## src/rtl/pcapdf_pkg.sv

```systemverilog
// Shared types, constants and helpers for the capture file deframer.
package pcapdf_pkg;

  // Magic words, as read big-endian from the first four file bytes
  localparam logic [31:0] MAGIC_USEC_BE = 32'ha1b2c3d4;
  localparam logic [31:0] MAGIC_USEC_LE = 32'hd4c3b2a1;
  localparam logic [31:0] MAGIC_NSEC_BE = 32'ha1b23c4d;
  localparam logic [31:0] MAGIC_NSEC_LE = 32'h4d3cb2a1;

  localparam int GLOBAL_LEN = 24;
  localparam int RECORD_LEN = 16;
  localparam int LINK_W     = 28;

  // Byte positions inside the headers
  localparam logic [4:0] IDX_MAGIC_LAST  = 5'd3;
  localparam logic [4:0] IDX_GLOBAL_LAST = 5'(GLOBAL_LEN - 1);
  localparam logic [4:0] IDX_DEAD        = 5'(GLOBAL_LEN);
  localparam logic [4:0] IDX_SECONDS     = 5'd3;
  localparam logic [4:0] IDX_FRACTION    = 5'd7;
  localparam logic [4:0] IDX_CAPLEN      = 5'd11;
  localparam logic [4:0] IDX_RECORD_LAST = 5'(RECORD_LEN - 1);

  // Result queue
  localparam int QUEUE_DEPTH = 4;
  localparam int QUEUE_AW    = $clog2(QUEUE_DEPTH);
  localparam int QUEUE_CW    = $clog2(QUEUE_DEPTH + 1);

  typedef enum logic [1:0] {
    PH_GLOBAL    = 2'd0,
    PH_RECORD    = 2'd1,
    PH_PAYLOAD   = 2'd2,
    PH_BAD_MAGIC = 2'd3
  } phase_t;

  typedef enum logic [1:0] {
    KIND_HEADER = 2'd0,
    KIND_DATA   = 2'd1,
    KIND_ERROR  = 2'd2
  } kind_t;

  localparam logic [1:0] ERR_NONE  = 2'd0;
  localparam logic [1:0] ERR_SHORT = 2'd1;
  localparam logic [1:0] ERR_MAGIC = 2'd2;
  localparam logic [1:0] ERR_TRUNC = 2'd3;

  typedef struct packed {
    kind_t               kind;
    logic [7:0]          payload_byte;
    logic                frame_end;
    logic [31:0]         seconds;
    logic [31:0]         nanoseconds;
    logic [31:0]         captured_len;
    logic [31:0]         original_len;
    logic [LINK_W-1:0]   link_type;
    logic [1:0]          error_code;
    logic                run_last;
  } result_t;

  // x * 1000 mod 2^32 as 1024x - 16x - 8x
  function automatic logic [31:0] usec_to_nsec(input logic [31:0] us);
    usec_to_nsec = (us << 10) - (us << 4) - (us << 3);
  endfunction

endpackage

```

## src/rtl/pcap_record_deframer_core.sv

```systemverilog
// Classic capture file deframer: byte stream in, frame headers and payload words out.
// Each result word enters a four-word result queue when its file byte is accepted.
// Throughput: one file byte per cycle while two queue slots are free; each byte
// yields up to two result words, drained one per cycle while out_ready is high.
// Reset: rst_n (synchronous, active low) returns the parser to the global header
// and empties the queue; an end-of-file byte also rearms the parser.
module pcap_record_deframer_core
  import pcapdf_pkg::*;
(
  input  logic              clk,
  input  logic              rst_n,
  // file byte channel
  input  logic              in_valid,
  output logic              in_ready,
  input  logic [7:0]        in_file_byte,
  input  logic              in_end_of_file,
  // result channel
  output logic              out_valid,
  input  logic              out_ready,
  output logic [1:0]        out_kind,
  output logic [7:0]        out_payload_byte,
  output logic              out_frame_end,
  output logic [31:0]       out_seconds,
  output logic [31:0]       out_nanoseconds,
  output logic [31:0]       out_captured_len,
  output logic [31:0]       out_original_len,
  output logic [LINK_W-1:0] out_link_type,
  output logic [1:0]        out_error_code,
  output logic              out_run_last
);

  // ---------------------------------------------------------------------------
  // Parser state
  // ---------------------------------------------------------------------------
  phase_t            phase_r,   phase_nxt;
  logic [4:0]        idx_r,     idx_nxt;     // byte position inside current header
  logic              le_r,      le_nxt;      // file is little endian
  logic              nano_r,    nano_nxt;    // fraction already in nanoseconds
  logic [31:0]       word_r,    word_nxt;    // 32-bit field assembly
  logic [LINK_W-1:0] link_r,    link_nxt;
  logic [31:0]       secs_r,    secs_nxt;
  logic [31:0]       frac_r,    frac_nxt;    // stored already scaled to ns
  logic [31:0]       caplen_r,  caplen_nxt;
  logic [31:0]       left_r,    left_nxt;    // payload bytes still expected

  logic in_acc;
  assign in_acc = in_valid && in_ready;

  // ---------------------------------------------------------------------------
  // Shared decode of the current byte
  // ---------------------------------------------------------------------------
  logic        in_global;     // global header or bad-magic phase
  logic        dead;          // past a bad magic header, bytes ignored
  logic        shift_in_low;  // big-endian style: new byte enters at the bottom
  logic [31:0] word_new;
  logic        magic_known;
  logic        bad_now;       // bad magic after this byte
  logic [31:0] left_dec;

  assign in_global = (phase_r == PH_GLOBAL) || (phase_r == PH_BAD_MAGIC);
  assign dead      = (phase_r == PH_BAD_MAGIC) && (idx_r >= IDX_DEAD);

  // magic bytes are always big-endian; after that, the file's byte order rules
  assign shift_in_low = (in_global && idx_r < 5'd4) || !le_r;
  assign word_new     = shift_in_low ? {word_r[23:0], in_file_byte}
                                     : {in_file_byte, word_r[31:8]};

  assign magic_known = (word_new == MAGIC_USEC_BE) || (word_new == MAGIC_USEC_LE) ||
                       (word_new == MAGIC_NSEC_BE) || (word_new == MAGIC_NSEC_LE);
  assign bad_now     = (phase_r == PH_BAD_MAGIC) ||
                       ((idx_r == IDX_MAGIC_LAST) && !magic_known);

  // payload counter saturates at zero
  assign left_dec = (left_r != 32'd0) ? left_r - 32'd1 : 32'd0;

  // ---------------------------------------------------------------------------
  // Next state
  // ---------------------------------------------------------------------------
  always_comb begin
    phase_nxt  = phase_r;
    idx_nxt    = idx_r;
    le_nxt     = le_r;
    nano_nxt   = nano_r;
    word_nxt   = word_r;
    link_nxt   = link_r;
    secs_nxt   = secs_r;
    frac_nxt   = frac_r;
    caplen_nxt = caplen_r;
    left_nxt   = left_r;

    case (phase_r)
      PH_GLOBAL, PH_BAD_MAGIC: begin
        if (!dead) begin
          word_nxt = word_new;
          if (idx_r == IDX_MAGIC_LAST) begin
            case (word_new)
              MAGIC_USEC_BE: begin le_nxt = 1'b0; nano_nxt = 1'b0; end
              MAGIC_USEC_LE: begin le_nxt = 1'b1; nano_nxt = 1'b0; end
              MAGIC_NSEC_BE: begin le_nxt = 1'b0; nano_nxt = 1'b1; end
              MAGIC_NSEC_LE: begin le_nxt = 1'b1; nano_nxt = 1'b1; end
              default:       phase_nxt = PH_BAD_MAGIC;
            endcase
          end
          if (idx_r == IDX_GLOBAL_LAST) begin
            if (bad_now) begin
              idx_nxt = IDX_DEAD;
            end else begin
              link_nxt  = word_new[LINK_W-1:0];
              phase_nxt = PH_RECORD;
              idx_nxt   = '0;
            end
          end else begin
            idx_nxt = idx_r + 5'd1;
          end
        end
      end
      PH_RECORD: begin
        word_nxt = word_new;
        if (idx_r == IDX_SECONDS)  secs_nxt   = word_new;
        if (idx_r == IDX_FRACTION) frac_nxt   = nano_r ? word_new : usec_to_nsec(word_new);
        if (idx_r == IDX_CAPLEN)   caplen_nxt = word_new;
        if (idx_r == IDX_RECORD_LAST) begin
          left_nxt = caplen_r;
          idx_nxt  = '0;
          if (caplen_r != 32'd0) phase_nxt = PH_PAYLOAD;
        end else begin
          idx_nxt = idx_r + 5'd1;
        end
      end
      PH_PAYLOAD: begin
        left_nxt = left_dec;
        if (left_dec == 32'd0) begin
          phase_nxt = PH_RECORD;
          idx_nxt   = '0;
        end
      end
      default: phase_nxt = PH_GLOBAL;
    endcase

    // end of file rearms everything
    if (in_end_of_file) begin
      phase_nxt  = PH_GLOBAL;
      idx_nxt    = '0;
      le_nxt     = 1'b0;
      nano_nxt   = 1'b0;
      word_nxt   = '0;
      link_nxt   = '0;
      secs_nxt   = '0;
      frac_nxt   = '0;
      caplen_nxt = '0;
      left_nxt   = '0;
    end
  end

  always_ff @(posedge clk) begin
    if (!rst_n) begin
      phase_r  <= PH_GLOBAL;
      idx_r    <= '0;
      le_r     <= 1'b0;
      nano_r   <= 1'b0;
      word_r   <= '0;
      link_r   <= '0;
      secs_r   <= '0;
      frac_r   <= '0;
      caplen_r <= '0;
      left_r   <= '0;
    end else if (in_acc) begin
      phase_r  <= phase_nxt;
      idx_r    <= idx_nxt;
      le_r     <= le_nxt;
      nano_r   <= nano_nxt;
      word_r   <= word_nxt;
      link_r   <= link_nxt;
      secs_r   <= secs_nxt;
      frac_r   <= frac_nxt;
      caplen_r <= caplen_nxt;
      left_r   <= left_nxt;
    end
  end

  // ---------------------------------------------------------------------------
  // Result words for the current byte (zero, one or two)
  // ---------------------------------------------------------------------------
  result_t    res0, res1;
  logic [1:0] n_res;

  always_comb begin
    res0  = '0;
    res1  = '0;
    n_res = 2'd0;

    case (phase_r)
      PH_GLOBAL, PH_BAD_MAGIC: begin
        if (!dead) begin
          if (idx_r == IDX_GLOBAL_LAST) begin
            if (bad_now) begin
              res0.kind       = KIND_ERROR;
              res0.error_code = ERR_MAGIC;
              n_res           = 2'd1;
            end
          end else if (in_end_of_file) begin
            // file ended inside the global header
            res0.kind       = KIND_ERROR;
            res0.error_code = ERR_SHORT;
            n_res           = 2'd1;
          end
        end
      end
      PH_RECORD: begin
        if (idx_r == IDX_RECORD_LAST) begin
          res0.kind         = KIND_HEADER;
          res0.frame_end    = (caplen_r == 32'd0);
          res0.seconds      = secs_r;
          res0.nanoseconds  = frac_r;
          res0.captured_len = caplen_r;
          res0.original_len = word_new;
          res0.link_type    = link_r;
          n_res             = 2'd1;
          if ((caplen_r != 32'd0) && in_end_of_file) begin
            res1.kind       = KIND_ERROR;
            res1.error_code = ERR_TRUNC;
            n_res           = 2'd2;
          end
        end
      end
      PH_PAYLOAD: begin
        res0.kind         = KIND_DATA;
        res0.payload_byte = in_file_byte;
        res0.frame_end    = (left_dec == 32'd0);
        n_res             = 2'd1;
        if ((left_dec != 32'd0) && in_end_of_file) begin
          res1.kind       = KIND_ERROR;
          res1.error_code = ERR_TRUNC;
          n_res           = 2'd2;
        end
      end
      default: n_res = 2'd0;
    endcase

    // mark the last word caused by this byte
    if (n_res == 2'd2) res1.run_last = 1'b1;
    else               res0.run_last = 1'b1;
  end

  // ---------------------------------------------------------------------------
  // Result queue: takes up to two words per byte, sends one per cycle while out_ready is high.
  // Input is held off unless two free slots are guaranteed.
  // ---------------------------------------------------------------------------
  result_t               q_mem [QUEUE_DEPTH];
  logic [QUEUE_AW-1:0]   wr_ptr_r, wr_ptr_nxt;
  logic [QUEUE_AW-1:0]   rd_ptr_r, rd_ptr_nxt;
  logic [QUEUE_CW-1:0]   cnt_r,    cnt_nxt;
  logic [1:0]            n_wr;
  logic                  out_acc;

  assign in_ready  = (cnt_r <= QUEUE_CW'(QUEUE_DEPTH - 2));
  assign out_valid = (cnt_r != '0);
  assign out_acc   = out_valid && out_ready;
  assign n_wr      = in_acc ? n_res : 2'd0;

  always_comb begin
    wr_ptr_nxt = wr_ptr_r + QUEUE_AW'(n_wr);
    rd_ptr_nxt = rd_ptr_r + QUEUE_AW'(out_acc);
    cnt_nxt    = cnt_r + QUEUE_CW'(n_wr) - QUEUE_CW'(out_acc);
  end

  always_ff @(posedge clk) begin
    if (!rst_n) begin
      wr_ptr_r <= '0;
      rd_ptr_r <= '0;
      cnt_r    <= '0;
    end else begin
      wr_ptr_r <= wr_ptr_nxt;
      rd_ptr_r <= rd_ptr_nxt;
      cnt_r    <= cnt_nxt;
    end
  end

  always_ff @(posedge clk) begin
    if (n_wr != 2'd0) q_mem[wr_ptr_r] <= res0;
    if (n_wr == 2'd2) q_mem[wr_ptr_r + QUEUE_AW'(1)] <= res1;
  end

  result_t head;
  assign head = q_mem[rd_ptr_r];

  assign out_kind         = head.kind;
  assign out_payload_byte = head.payload_byte;
  assign out_frame_end    = head.frame_end;
  assign out_seconds      = head.seconds;
  assign out_nanoseconds  = head.nanoseconds;
  assign out_captured_len = head.captured_len;
  assign out_original_len = head.original_len;
  assign out_link_type    = head.link_type;
  assign out_error_code   = head.error_code;
  assign out_run_last     = head.run_last;

endmodule

```

## config.mk

```make
export PLATFORM = sky130hd
export DESIGN_NAME = pcap_record_deframer_core
export DESIGN_NICKNAME = d
export VERILOG_FILES = /design/src/rtl/pcapdf_pkg.sv /design/src/rtl/pcap_record_deframer_core.sv
export SDC_FILE = /design/constraint.sdc
export NUM_CORES = 2
export LEC_CHECK = 0
export BUFFER_PORTS_ARGS = -buffer_cell sky130_fd_sc_hd__buf_4
export CAP_MARGIN = 20
export CORE_MARGIN = 4
export CORE_UTILIZATION = 60
export CTS_CLUSTER_SIZE = 40
export DETAILED_ROUTE_END_ITERATION = 16
export PLACE_DENSITY_LB_ADDON = 0.25
export SLEW_MARGIN = 20
export SYNTH_ARGS = -nofsm -noshare
export SYNTH_HDL_FRONTEND = slang
export SYNTH_SLANG_ARGS = --single-unit
```

## constraint.sdc

```tcl
create_clock -name clk -period 7.3 [get_ports clk]
set_input_delay 1.825 -clock clk [delete_from_list [all_inputs] [get_ports clk]]
set_output_delay 1.825 -clock clk [all_outputs]
set_load 0.005 [all_outputs]
```

==> impl_metrics.ini <==
[worst_setup_path]
worst_setup_path_start_kind = flip-flop
r2r_setup_slack_ps = 1600
r2r-start = phase_r[0]
arrival_ps = 6220
rr_worst_depth = 18
critPathKind = reg -> reg
cp-end-kind = flip-flop
worst-path-max-fanout = 22
required_ps = 7820
reg2reg_to = frac_r[24]

[sta]
rsz0062_at_grt = no
fin_skew_ps = 24.2
finalSetupTns_ps = 0
period_needed_ps = 5700
tightest_slew_ps = 1140
post-route-period-util = 0.781
setup_viol = 0
max_freq_ghz = 0.175
maxSlewViolCount = 0
relSlewSlack = 0.219
hold_violations = 0
hold-worst-slack_ps = 458

[die]
core-area_mm2 = 0.0691
die_x_um = 273
io_pins = 185
dieArea_mm2 = 0.0744
rows = 96
initial_core_util = 0.609
die_y_um = 273

[logic_synthesis]
synthArstFlopShare = 0
synth_warnings = 0
syn_inst = 5170
syn_area_mm2 = 0.0420
synth-seq-cells = 884
synth_enable_flop_cells = 16
syn-num-nets = 5265
seq_area_frac_synth = 0.425
syn_avg_cell_area_um2 = 8.13
yosysUniqueCellTypes = 80
ys.flop_type = dfxtp_1

[final_layout]
fillers = 5659
drive_above_1_share = 0.122
multiInputGateArea_mm2 = 0.0222
layout_commonest_cell = nand2_1
area.sequential_mm2 = 0.0179
final_nets = 5151
fin_util = 0.678
areaGrowthSynthToFinish_pct = 11.4
layout_common_cells = 1173 x nand2_1, 865 x a21oi_1, 865 x dfxtp_1
stdcell_area_mm2 = 0.0469

[cts]
cts.clk_slew.worst_paths_ps = 60
cts_tree = done
ctsResizeCount = 0
cts_root_buffer = clkbuf_16
clock-sinks = 884
ctsHoldBuffers = 0
htree_num_levels = 3
cts.repair_timing.setup_buffer_count = 0
cts_buffers = 90
clk_latency_ps = 660
clk_path_buf_depth = 3

[drt]
drtIter0Drc = 5077
drcViolationCount = 0
highest_layer = met4
wirelength_um = 133000
vias = 39000
avgViaCountPerCell = 6.44
antenna_left = 0
met1Wirelength_um = 55100
wl_per_cell_um = 22.0
firstDrtPassIters = 6
route.met2.wl_um = 59100
wl_met3_um = 12000

[global_route]
track_usage = 0.345
grt_max_degree = 147
antenna_found_initial = 1
grt_pass1_vias = 36100
grt_pass1_wl_um = 207000
grt_remaining_overflow = 0

[placement]
placedInstanceArea_mm2 = 0.0436
gp_congestion = 1.07
portBuffers = 184
place_hpwl_um = 84400

[hold_path]
worstHoldPathType = reg -> reg
hold_end = link_r[26]
whs_path_depth = 2
worstHoldStart = link_r[26]

[power_and_ir_drop]
seq_power_share = 0.398
pwr-share-comb = 0.325
p_total_mw = 17.8
p_clk_frac = 0.278
p_leak_nw = 17.1
swShare = 0.312
vdd_drop_max_mv = 0.283
p_per_area_mw_per_mm2 = 381
p_int_mw = 12.3
p_switching_mw = 5.57

[outcome]
status = finished clean

[run]
max_cap_viol_count = 0
-- critical path: stages, from the launching register on --
cell and delay (ps):
dfxtp_1 360, inv_1 90, ha_1 320, nor4b_2 170, buf_4 210, nor2_2 500
buf_4 440, mux2i_1 600, xnor2_1 160, ha_1 320, ha_1 350, a21o_1 220
a21oi_1 370, nand2b_1 100, o31ai_1 460, nand2_1 240, a311oi_1 370, xor2_1 180
o21ai_0 90
-- state kept, by name, indices dropped and copies added, names as in the netlist --
name and flops:
caplen_r 32, cnt_r 3, frac_r 32, idx_r 5, le_r 1, left_r 32, link_r 28, nano_r 1
phase_r 2, q_mem 680, rd_ptr_r 2, secs_r 32, word_r 32, wr_ptr_r 2
-- how the worst max path moves through the flow --
stage	endpoint	cells after the start	slack [ps]	startpoint
after detailed placement	frac_r[31]	15	1760	in_file_byte[6]
final	frac_r[24]	18	1600	phase_r[0]
after global placement	frac_r[31]	15	1830	in_file_byte[6]
after CTS	frac_r[31]	18	1720	phase_r[0]
after floorplan	frac_r[27]	19	1790	phase_r[0]
after global routing	frac_r[29]	19	1270	phase_r[0]
-- per-stage QoR --
stage	setup slack [ps]	instances
floorplan	1790	5170
global placement	1830	5890
detailed placement	1760	5891
CTS	1720	6059
global route	1270	6064
finish	1600	6064
-- per-layer routing --
metal / up-vias / GRT usage
met2: 2112 / 0.522
li1: 17900 / -
met1: 18700 / 0.484
met3: 380 / 0.0500
met4: 0 / 0.176
met5: - / 0
-- cells in the mapped netlist, drive strengths merged (17+ instances only) --
library cell,instances,share of area
a22oi,24,0.0043
ha,77,0.023
nor2,174,0.016
clkbuf,359,0.032
a21oi,865,0.10
inv,73,0.0065
nor3,36,0.0043
xor2,26,0.0054
and2,17,0.0025
o21ai,728,0.087
nor4,27,0.0045
buf,102,0.011
nand4,26,0.0039
nand3,40,0.0048
xnor2,40,0.0083
nand2b,23,0.0034
mux2i,38,0.0090
mux4,170,0.091
a21o,26,0.0046
nand2,1173,0.10
dfxtp,868,0.41
o22ai,17,0.0025
-- power groups by stage --
stage               Sequential, mW  Clock, mW  Combinational (mW)
floorplan                     6.85          0                3.72
global placement              7.08          0                5.62
CTS                           7.05       4.98                5.79
global route                  7.22       5.17                6.35
detailed placement            7.11          0                5.75
finish                        7.10       4.95                5.79
-- area by class of cell --
| type | count | share of cell area |
|---|---|---|
| clock buffer | 128 | 0.0572 |
| tap | 931 | 0.0249 |
| inverter | 74 | 0.00598 |
| clock inverter | 40 | 0.0111 |
| multi-input combinational | 3751 | 0.474 |
| antenna | 1 | 0.0000534 |
| sequential | 884 | 0.381 |
| timing repair buffer | 255 | 0.0458 |
-- cell families after synthesis --
group / count (synthesis) / synth area share
AOI/OAI and AO/OA: 1779 / 0.224
xor gates and xnor gates: 66 / 0.0137
DFF: 884 / 0.425
muxes: 211 / 0.101
adders and majority gates: 82 / 0.0253
buffers and inverters: 535 / 0.0500
and+or+nand+nor: 1613 / 0.161
Power figures use the tool's default switching activity.
